--- src/design/lcdnb_pkg.sv ---
// Shared types, request codes and constants for the character LCD nibble bus writer.
// No dependencies; every other design file imports this package.
`default_nettype none

package lcdnb_pkg;

    localparam int COLUMNS = 16;

    localparam logic [2:0] REQ_CMD    = 3'd0;
    localparam logic [2:0] REQ_DATA   = 3'd1;
    localparam logic [2:0] REQ_SAMPLE = 3'd2;
    localparam logic [2:0] REQ_INIT   = 3'd3;
    localparam logic [2:0] REQ_CURSOR = 3'd4;

    localparam logic [1:0] SP_NONE = 2'd0;
    localparam logic [1:0] SP_HIGH = 2'd1;
    localparam logic [1:0] SP_LOW  = 2'd2;

    localparam logic [2:0] INIT_COUNT = 3'd5;

    localparam logic [5:0] COL_MAX = 6'(COLUMNS - 1);

    localparam logic [7:0] INIT_PIN0 = 8'hFF;
    localparam logic [7:0] INIT_PIN1 = 8'h24;
    localparam logic [7:0] INIT_PIN2 = 8'h20;

    localparam logic [3:0] PH_INIT0 = 4'd0;
    localparam logic [3:0] PH_INIT1 = 4'd1;
    localparam logic [3:0] PH_INIT2 = 4'd2;
    localparam logic [3:0] PH_WR0   = 4'd3;
    localparam logic [3:0] PH_WR1   = 4'd4;
    localparam logic [3:0] PH_WR2   = 4'd5;
    localparam logic [3:0] PH_WR3   = 4'd6;
    localparam logic [3:0] PH_POLL0 = 4'd7;
    localparam logic [3:0] PH_POLL1 = 4'd8;
    localparam logic [3:0] PH_POLL2 = 4'd9;
    localparam logic [3:0] PH_POLL3 = 4'd10;

    typedef struct packed {
        logic [2:0] req_type;
        logic [7:0] byte_value;
        logic       row;
        logic [3:0] col;
        logic [3:0] sampled_nibble;
    } in_t;

    typedef struct packed {
        logic [7:0] port_value;
        logic [1:0] sample_point;
        logic       last;
    } out_t;

    typedef struct packed {
        logic       init;
        logic       wr;
        logic       poll;
        logic [7:0] wbyte;
        logic       rs;
        logic       poll_b3;
    } job_t;

    typedef struct packed {
        logic emit;
        logic pop_q;
    } bk_stat_t;

    function automatic logic [7:0] init_cmd(input logic [2:0] idx);
        logic [7:0] v;
        case (idx)
            3'd0:    v = 8'h28;
            3'd1:    v = 8'h0C;
            3'd2:    v = 8'h06;
            3'd3:    v = 8'h01;
            3'd4:    v = 8'h02;
            default: v = 8'h00;
        endcase
        return v;
    endfunction

endpackage

`default_nettype wire

--- src/design/lcdnb_front.sv ---
// Request front end: classifies each word, keeps pending byte, busy-wait and init state,
// and pushes a phase job descriptor. Depends on lcdnb_pkg.
`default_nettype none

module lcdnb_front
    import lcdnb_pkg::*;
(
    input  wire logic clk,
    input  wire logic rst_n,
    input  wire logic acc,
    input  wire in_t  req,
    output logic      job_push,
    output job_t      job
);

    logic [7:0] pend_byte_reg, pend_byte_next;
    logic       pend_data_reg, pend_data_next;
    logic       wait_reg, wait_next;
    logic [2:0] step_reg, step_next;
    logic       img_b3_reg, img_b3_next;

    logic [5:0] col_sat;

    always_comb
    begin
        col_sat = ({2'b00, req.col} > COL_MAX) ? COL_MAX : {2'b00, req.col};

        pend_byte_next = pend_byte_reg;
        pend_data_next = pend_data_reg;
        wait_next      = wait_reg;
        step_next      = step_reg;
        img_b3_next    = img_b3_reg;
        job_push       = 1'b0;
        job            = '0;
        job.wbyte      = pend_byte_reg;
        job.rs         = pend_data_reg;

        if (acc)
        begin
            if (req.req_type == REQ_SAMPLE)
            begin
                if (wait_reg)
                begin
                    job_push = 1'b1;
                    if (req.sampled_nibble[3])
                    begin
                        job.poll = 1'b1;
                    end
                    else
                    begin
                        job.wr    = 1'b1;
                        wait_next = 1'b0;
                        if (step_reg != 3'd0)
                        begin
                            if (step_reg < INIT_COUNT)
                            begin
                                pend_byte_next = init_cmd(step_reg);
                                pend_data_next = 1'b0;
                                step_next      = step_reg + 3'd1;
                                job.poll       = 1'b1;
                                wait_next      = 1'b1;
                            end
                            else
                            begin
                                step_next = 3'd0;
                            end
                        end
                    end
                end
            end
            else if (!wait_reg)
            begin
                case (req.req_type)
                    REQ_INIT:
                    begin
                        job_push       = 1'b1;
                        job.init       = 1'b1;
                        job.poll       = 1'b1;
                        pend_byte_next = init_cmd(3'd0);
                        pend_data_next = 1'b0;
                        step_next      = 3'd1;
                        wait_next      = 1'b1;
                    end
                    REQ_CURSOR:
                    begin
                        job_push       = 1'b1;
                        job.poll       = 1'b1;
                        pend_byte_next = {1'b1, req.row, col_sat};
                        pend_data_next = 1'b0;
                        wait_next      = 1'b1;
                    end
                    REQ_CMD, REQ_DATA:
                    begin
                        job_push       = 1'b1;
                        job.poll       = 1'b1;
                        pend_byte_next = req.byte_value;
                        pend_data_next = (req.req_type == REQ_DATA);
                        wait_next      = 1'b1;
                    end
                    default:
                    begin
                        job_push = 1'b0;
                    end
                endcase
            end
        end

        // image bit3 before the poll: init and write phases leave it clear
        job.poll_b3 = (job.init || job.wr) ? 1'b0 : img_b3_reg;
        if (job_push)
        begin
            img_b3_next = job.poll ? job.poll_b3 : 1'b0;
        end
    end

    always_ff @(posedge clk or negedge rst_n)
    begin
        if (!rst_n)
        begin
            pend_byte_reg <= '0;
            pend_data_reg <= 1'b0;
            wait_reg      <= 1'b0;
            step_reg      <= '0;
            img_b3_reg    <= 1'b0;
        end
        else
        begin
            pend_byte_reg <= pend_byte_next;
            pend_data_reg <= pend_data_next;
            wait_reg      <= wait_next;
            step_reg      <= step_next;
            img_b3_reg    <= img_b3_next;
        end
    end

endmodule

`default_nettype wire

--- src/design/lcdnb_queue.sv ---
// Two-entry job queue between front end and phase sequencer.
// Depends on lcdnb_pkg for the job type.
`default_nettype none

module lcdnb_queue
    import lcdnb_pkg::*;
(
    input  wire logic clk,
    input  wire logic rst_n,
    input  wire logic wr_en,
    input  wire job_t wr_data,
    output logic      full,
    input  wire logic rd_en,
    output job_t      rd_data,
    output logic      empty
);

    job_t       entry_reg [2];
    logic       wr_ptr_reg, wr_ptr_next;
    logic       rd_ptr_reg, rd_ptr_next;
    logic [1:0] cnt_reg, cnt_next;

    logic do_wr;
    logic do_rd;

    always_comb
    begin
        full    = (cnt_reg == 2'd2);
        empty   = (cnt_reg == 2'd0);
        rd_data = entry_reg[rd_ptr_reg];
        do_wr   = wr_en && !full;
        do_rd   = rd_en && !empty;

        wr_ptr_next = do_wr ? ~wr_ptr_reg : wr_ptr_reg;
        rd_ptr_next = do_rd ? ~rd_ptr_reg : rd_ptr_reg;
        cnt_next    = cnt_reg + {1'b0, do_wr} - {1'b0, do_rd};
    end

    always_ff @(posedge clk or negedge rst_n)
    begin
        if (!rst_n)
        begin
            wr_ptr_reg <= 1'b0;
            rd_ptr_reg <= 1'b0;
            cnt_reg    <= '0;
        end
        else
        begin
            wr_ptr_reg <= wr_ptr_next;
            rd_ptr_reg <= rd_ptr_next;
            cnt_reg    <= cnt_next;
        end
    end

    always_ff @(posedge clk)
    begin
        if (do_wr)
        begin
            entry_reg[wr_ptr_reg] <= wr_data;
        end
    end

endmodule

`default_nettype wire

--- src/design/lcdnb_back.sv ---
// Phase sequencer: walks the head job one pin phase per cycle into the result register
// while that register is empty or being popped. Depends on lcdnb_pkg.
`default_nettype none

module lcdnb_back
    import lcdnb_pkg::*;
(
    input  wire logic clk,
    input  wire logic rst_n,
    input  wire logic q_empty,
    input  wire job_t head,
    output logic      q_pop,
    input  wire logic pop,
    output logic      empty,
    output out_t      result,
    output bk_stat_t  stat
);

    logic       started_reg, started_next;
    logic [3:0] idx_reg, idx_next;
    logic       out_valid_reg, out_valid_next;
    out_t       out_reg, out_next;

    logic [3:0] start_idx;
    logic [3:0] cur;
    logic [3:0] nxt;
    logic       is_last;
    logic       emit;
    logic [7:0] hi;
    logic [7:0] lo;
    logic [7:0] pp;
    out_t       ph;

    always_comb
    begin
        start_idx = head.init ? PH_INIT0 : (head.wr ? PH_WR0 : PH_POLL0);
        cur       = started_reg ? idx_reg : start_idx;

        case (cur)
            PH_INIT2: nxt = head.wr ? PH_WR0 : PH_POLL0;
            default:  nxt = cur + 4'd1;
        endcase

        is_last = (cur == PH_POLL3)
               || (cur == PH_WR3 && !head.poll)
               || (cur == PH_INIT2 && !head.wr && !head.poll);

        hi = {head.wbyte[7:4], 3'b010, head.rs};
        lo = {head.wbyte[3:0], 3'b010, head.rs};
        pp = {4'hF, head.poll_b3, 3'b010};

        ph              = '0;
        ph.sample_point = SP_NONE;
        ph.last         = is_last;
        case (cur)
            PH_INIT0: ph.port_value = INIT_PIN0;
            PH_INIT1: ph.port_value = INIT_PIN1;
            PH_INIT2: ph.port_value = INIT_PIN2;
            PH_WR0:   ph.port_value = hi;
            PH_WR1:   ph.port_value = hi & 8'hFB;
            PH_WR2:   ph.port_value = lo;
            PH_WR3:   ph.port_value = lo & 8'hFB;
            PH_POLL0:
            begin
                ph.port_value   = pp | 8'h04;
                ph.sample_point = SP_HIGH;
            end
            PH_POLL1: ph.port_value = pp;
            PH_POLL2:
            begin
                ph.port_value   = pp | 8'h04;
                ph.sample_point = SP_LOW;
            end
            PH_POLL3: ph.port_value = pp;
            default:  ph.port_value = 8'h00;
        endcase

        emit  = !q_empty && (!out_valid_reg || pop);
        q_pop = emit && is_last;

        started_next   = started_reg;
        idx_next       = idx_reg;
        out_next       = out_reg;
        out_valid_next = out_valid_reg && !pop;
        if (emit)
        begin
            out_next       = ph;
            out_valid_next = 1'b1;
            started_next   = !is_last;
            idx_next       = nxt;
        end

        empty      = !out_valid_reg;
        result     = out_reg;
        stat.emit  = emit;
        stat.pop_q = q_pop;
    end

    always_ff @(posedge clk or negedge rst_n)
    begin
        if (!rst_n)
        begin
            started_reg   <= 1'b0;
            idx_reg       <= '0;
            out_valid_reg <= 1'b0;
        end
        else
        begin
            started_reg   <= started_next;
            idx_reg       <= idx_next;
            out_valid_reg <= out_valid_next;
        end
    end

    always_ff @(posedge clk)
    begin
        out_reg <= out_next;
    end

endmodule

`default_nettype wire

--- src/design/char_lcd_nibble_bus_writer_core.sv ---
// Top level of the character LCD 4-bit bus writer: front end, job queue, phase sequencer.
// Depends on lcdnb_pkg, lcdnb_front, lcdnb_queue and lcdnb_back.
//
// Usage:
//   Request channel: drive req and raise push; the word is taken on a clock edge
//   with push high and full low. Requests that do nothing (unknown type, busy
//   sample while not polling, anything else while a poll is open) are taken
//   and produce no result.
//   Result channel: while empty is low, result holds the oldest pin phase; it is
//   taken on an edge with pop high. result.last marks the final phase of a request.
//   Path: a taken request goes into the job queue, then its phases pass
//   through the result register. Throughput: one pin phase per cycle out of
//   the sequencer while result is popped or empty; a request expands to 4, 7
//   or 8 phases. A two-entry job queue takes requests while earlier phases drain.
//   Reset: clears pending byte, busy-wait and init state, the queue and the
//   result valid flag. A stalled receiver holds the result register; the queue
//   fills and full rises, and nothing is dropped.
`default_nettype none

module char_lcd_nibble_bus_writer_core
    import lcdnb_pkg::*;
(
    input  wire logic clk,
    input  wire logic rst_n,
    input  wire logic push,
    output logic      full,
    input  wire in_t  req,
    input  wire logic pop,
    output logic      empty,
    output out_t      result
);

    logic     acc;
    logic     job_push;
    job_t     job;
    logic     q_full;
    logic     q_empty;
    logic     q_pop;
    job_t     head;
    bk_stat_t stat;

    assign full = q_full;
    assign acc  = push && !q_full;

    lcdnb_front u_front (
        .clk      (clk),
        .rst_n    (rst_n),
        .acc      (acc),
        .req      (req),
        .job_push (job_push),
        .job      (job)
    );

    lcdnb_queue u_queue (
        .clk     (clk),
        .rst_n   (rst_n),
        .wr_en   (job_push),
        .wr_data (job),
        .full    (q_full),
        .rd_en   (q_pop),
        .rd_data (head),
        .empty   (q_empty)
    );

    lcdnb_back u_back (
        .clk     (clk),
        .rst_n   (rst_n),
        .q_empty (q_empty),
        .head    (head),
        .q_pop   (q_pop),
        .pop     (pop),
        .empty   (empty),
        .result  (result),
        .stat    (stat)
    );

`ifndef SYNTHESIS
    a_emit_fills: assert property (@(posedge clk) disable iff (!rst_n)
        stat.emit |=> !empty)
        else $error("emitted phase not presented");

    a_pop_nonempty: assert property (@(posedge clk) disable iff (!rst_n)
        stat.pop_q |-> !q_empty)
        else $error("job retired from empty queue");

    a_sample_code: assert property (@(posedge clk) disable iff (!rst_n)
        !empty |-> (result.sample_point <= SP_LOW))
        else $error("bad sample point code");

    a_poll_rw: assert property (@(posedge clk) disable iff (!rst_n)
        (!empty && result.sample_point != SP_NONE) |-> result.port_value[1])
        else $error("sample point outside a read phase");
`endif

endmodule

`default_nettype wire

--- config.mk ---
export PLATFORM = sky130hd
export DESIGN_NAME = char_lcd_nibble_bus_writer_core
export DESIGN_NICKNAME = d
export VERILOG_FILES = /design/src/design/lcdnb_pkg.sv /design/src/design/lcdnb_front.sv /design/src/design/lcdnb_queue.sv /design/src/design/lcdnb_back.sv /design/src/design/char_lcd_nibble_bus_writer_core.sv
export SDC_FILE = /design/constraint.sdc
export NUM_CORES = 1
export LEC_CHECK = 0
export BUFFER_PORTS_ARGS = -buffer_cell sky130_fd_sc_hd__buf_2
export CORE_MARGIN = 4
export CORE_UTILIZATION = 40
export CTS_BUF_LIST = sky130_fd_sc_hd__clkbuf_4 sky130_fd_sc_hd__clkbuf_8
export DETAILED_ROUTE_END_ITERATION = 8
export GPL_TIMING_DRIVEN = 0
export PLACE_DENSITY = 0.61
export SYNTH_ARGS = -nofsm -noshare
export SYNTH_HDL_FRONTEND = slang
export SYNTH_HIERARCHICAL = 1
export SYNTH_SLANG_ARGS = --single-unit
export TNS_END_PERCENT = 1
--- constraint.sdc ---
create_clock -name clk -period 3.02 [get_ports clk]
set_input_delay 0.302 -clock clk [delete_from_list [all_inputs] [get_ports clk]]
set_output_delay 0.302 -clock clk [all_outputs]
set_load 0.02 [all_outputs]
After elaboration in Yosys (flattened, before gate mapping)
Memory sizes are Yosys's and may differ from the RTL's.
Index checks and enable logic that the tools add are counted.
- bits in registers: 35
- bits in latches: 0
- memory bits (writable): 26
- memory bits (read-only): 0
- output and inout bits: 13
- word-level logic and storage cells: 134
- memories: 1
- add/sub/neg operators: 4
- multipliers: 0
- div/mod/pow operators: 0
- $lt $le $gt $ge: 1
- eq/ne operators: 24
- shift operators: 0
- mux-type cells: 52
- bitwise gates (word level): 2
- reduce and logical (&&, ||, !) cells: 36
- memory list (memory ; depth ; bits a word ; rd ports ; clocked after Yosys merged registers in ; write ports ; RTL line ; source):
    u_queue.entry_reg ; 2 ; 13 ; 1 ; 0 ; 1 ; lcdnb_queue.sv:18 ; job_t entry_reg [2];
- operators by type and width (operator ; number):
    $pmux W8 S9 ; 1
    $mux W8 ; 6
    $mux W3 ; 10
    $pmux W6 S5 ; 1
    $mux W1 ; 28
    $pmux W8 S3 ; 1
    $eq A4 B3 Y1 const B ; 4
    $reduce_and A7 Y1 ; 2
    $eq A3 B2 Y1 const B ; 4
    $eq A4 B4 Y1 const B ; 3
    $logic_and A1 B1 Y1 ; 9
    $eq A4 B2 Y1 const B ; 2
    $mux W4 ; 2
    $ne A2 B2 Y1 const B ; 4
    $reduce_or A2 Y1 ; 4
    $logic_not A1 Y1 ; 7
    $eq A3 B1 Y1 const B ; 2
    $eq A3 B3 Y1 const B ; 2
    $logic_not A3 Y1 ; 2
    $reduce_and A6 Y1 ; 1
    $reduce_bool A3 Y1 ; 2
    $add A4 B1 Y4 const B ; 1
    $eq A4 B1 Y1 const B ; 1
    $logic_not A4 Y1 ; 1
    15 further kinds ; 19

Longest topological paths before layout
An unclocked memory read counts as a cell.
- depth after elaboration: 11
- depth in mapped cells: 12
- gate-level depth less buffers: 11

By module
Netlist, hierarchy kept.
- by module, submodules not included (module ; instances ; cells each ; area an instance (µm²) ; sequential area each (µm²)):
    lcdnb_queue ; 1 ; 58 ; 1138.6 ; 880.8
    lcdnb_front ; 1 ; 104 ; 1069.8 ; 350.3
    lcdnb_back ; 1 ; 96 ; 1008.5 ; 480.5
    char_lcd_nibble_bus_writer_core ; 1 ; 1 ; 13.8 ; 0.0

Least setup slack after synthesis
OpenSTA, ideal clock, no wires.
- path kind: reg2reg
- start: register u_queue.rd_ptr_reg
- end: register u_back.out_reg, in the netlist u_back/result[8], data pin
- arrival time: 2.292 ns
- setup slack: 0.469 ns
- cell stages (with the launch flop): 10
- path buffers: 0
- clock period less this slack: 2.551 ns
- cell sequence: dfrtp_1 > mux2_2 > nor2b_1 > a21oi_1 > inv_1 > ha_1 > o21a_1 > a211oi_1 > a41oi_4 > a211o_1
- RTL lines (element ; RTL line ; source):
    start: declaration ; lcdnb_queue.sv:20 ; logic rd_ptr_reg, rd_ptr_next;
    start signal: assignment ; lcdnb_queue.sv:50 ; rd_ptr_reg <= rd_ptr_next;
    end signal: assignment ; lcdnb_back.sv:117 ; out_reg <= out_next;
    end: declaration ; lcdnb_back.sv:22 ; out_t out_reg, out_next;

==> impl_results.md <==
* CTS Sinks at 61
* R2R setup slack at 200 ps
* Total die area at 0.009537 sq mm
* TNS Setup at 0 ps
* RR Startpoint: u_queue/rd_ptr_reg
* Slew Viols, Final at 0
* Worst-path cell chain: mux2_2 -> nor2b_1 -> a21oi_1 -> inv_1 -> ha_1 -> o21a_1 -> a211oi_2 -> a41oi_4 -> a211o_1
* Mapped Nets at 293
* Max Cap Viol at 0
* Residual DRC at 0
* Top Layer Used: met4
* Critical path arrival at 2910 ps
* Total power at 3.654 mW
* Number of flip-flops in the largest register at 26
* Final min period at 2823 ps
* Dpl cells at 389
* Aggregate global routing overflow at 0
* Hold path start: pop
* Critical path class: reg2reg
* Initial antenna violation count at 0
* Syn Area/Cell at 12.51 sq um
* Peak VDD IR at 0.2810 mV
* Synthesized instance count at 257
* # fillers at 728
* Worst-Margin Slew at 1101 ps
* Dpl hpwl at 4283 um
* Via count at 2068
* Synth-to-layout area growth at 15.18%
* Worst Reg-to-Reg Cells at 9
* Final critical-path share of the clock period at 0.9349
* Worst endpoint required time at 3110 ps
* Boundary Pins at 37
* CTS tree: done
* Max-Slew Margin vs Limit at 0.2636
* Wirelength per Cell at 14.63 um
* Vias in the first global route at 2067
* Setup-failing EPs final at 0
* Post-CTS Repair Setup Buffers at 0
* Total Wirelength at 5939 um
* Largest net degree at the start of global routing at 25
* Fin cells at 406
* Nets@finish at 335
* 1st-iter DRT viols at 89
* Root buffer cell: clkbuf_8
* Met3 Wirelength at 261 um
* H-tree level count at 3
* Post-DRT Antenna Nets at 0
* Die Width at 97.66 um
* # rows at 32
* Gpl congestion at 0.8311
* Antenna Cells at 0
* Longest Clk Path Bufs at 2
* Metal-1 WL at 2774 um
* Share of layout cells above drive strength 1 at 0.2928
* Met2 wire length at 2833 um
* CP delay by family, top: compound AO/OA/AOI/OAI gates
* Unrepaired setup endpoints after global routing: no
* Vias per cell at 5.094
* WHS Path Cells at 2
* PD cells at 986.8 mW/mm^2
* Die height at 97.66 um
* TritonRoute pass-1 iters at 4
* FMAX at 354.2 MHz
* Critical path launch point type: flip-flop
* CP endpoint kind: flip-flop
* Final Skew at 8.404 ps
* Core ar. at 0.007767 sq mm
* Hold Path Sink: u_back/out_valid_reg
* Buffers & Inverters on Critical Path at 1
* Crit Path Max Fanout at 6
* Hold WS at 173.3 ps
* HP Class: in2reg
* Syn Std Cell Area at 0.003216 sq mm
* Initial core utilization at 0.4140
* Reg2reg end: u_back/result[8]
* Post-layout util at 0.4768
* Port bufs at 30
* Total CTS buffers at 9
* Hold Vio Cnt, Final at 0
* Outcome: finished clean
* Warnings from Yosys at 6
* Clock slew seen by the registers of the worst setup and hold paths at 70 ps
* Skew-Pair Late Insertion Delay at 330 ps
* Critical path's slowest cell: dfrtp_1
* Global-route wire length before repair at 10140 um
* Worst path max stage delay at 480 ps
* Total GRT Usage at 0.1338
* P_leak at 1.532 nW
how the worst max path moves through the flow:
stage	start	to	slack [ps]	depth (start not counted)
floorplan	u_queue/rd_ptr_reg	u_back/result[8]	470	9
global placement	u_queue/rd_ptr_reg	u_back/result[8]	190	9
detailed placement	u_queue/rd_ptr_reg	u_back/result[9]	150	9
CTS	u_queue/rd_ptr_reg	u_back/result[8]	80	9
global route	u_queue/cnt_reg[1]	u_queue/cnt_reg[1]	40	10
finish	u_queue/rd_ptr_reg	u_back/result[8]	200	9
where the power goes:
| group | internal [mW] | total (mW) | switching, mW |
|---|---|---|---|
| registers | 1.23 | 1.38 | 0.149 |
| logic | 0.686 | 1.56 | 0.875 |
| clock network | 0.388 | 0.712 | 0.324 |
per-layer routing:
metal / up-vias / GRT usage
met5: - / 0
met4: 0 / 0.04153
met3: 7 / 0.04164
met2: 34 / 0.2088
met1: 989 / 0.1782
li1: 1038 / -
cell type report:
cell class / instances / area (sq um) / share of cell area
buffer: 10 / 81.33 / 0.02196
clock buffer: 10 / 131.4 / 0.03547
clock inverter: 6 / 63.81 / 0.01723
inverter: 18 / 72.57 / 0.01959
multi-input combinational: 168 / 1355 / 0.3659
sequential: 61 / 1712 / 0.4622
tap: 102 / 127.6 / 0.03446
timing repair buffer: 31 / 160.2 / 0.04324
layout by cell type, fill, tap and decap left out, types with 2 or more instances in the layout:
cell and instances:
edfxtp_1 37, buf_2 32, dfrtp_1 24, nor2_1 18, inv_1 17, mux2_2 14, a21oi_1 12, o21ai_0 12
ha_1 12, nand2_1 10, clkbuf_8 9, mux2_4 7, buf_6 5, nor3_1 5, a221o_1 5, nand2b_1 5
mux2i_1 4, xnor2_1 4, nor2b_1 3, o211ai_1 3, and3_1 3, nor2b_4 2, clkinv_2 2, clkinvlp_4 2
clkinv_4 2, and3b_1 2, and2_1 2, clkbuf_1 2, nand4_1 2, nand3b_1 2, o22ai_1 2, o21ai_2 2
nor2b_2 2, nor3b_1 2, a22oi_1 2, o41ai_1 2, nor4_1 2
stage by stage:
| stage | instance area [sq um] | setup slack (ps) |
|---|---|---|
| after floorplan | 3216 | 469.1 |
| after global placement | 3493 | 188.2 |
| after detailed placement | 3493 | 152.3 |
| after CTS | 3699 | 84.78 |
| after global routing | 3704 | 37.07 |
| final | 3704 | 196.6 |
what timing repair did:
item | CTS | global route
endpoints found under the setup margin | 0 | 4
resized for setup | 0 | 1
hold endpoints to repair | 24 | 0
hold buffers | 1 | 0
(Power assumes the default switching activity.)
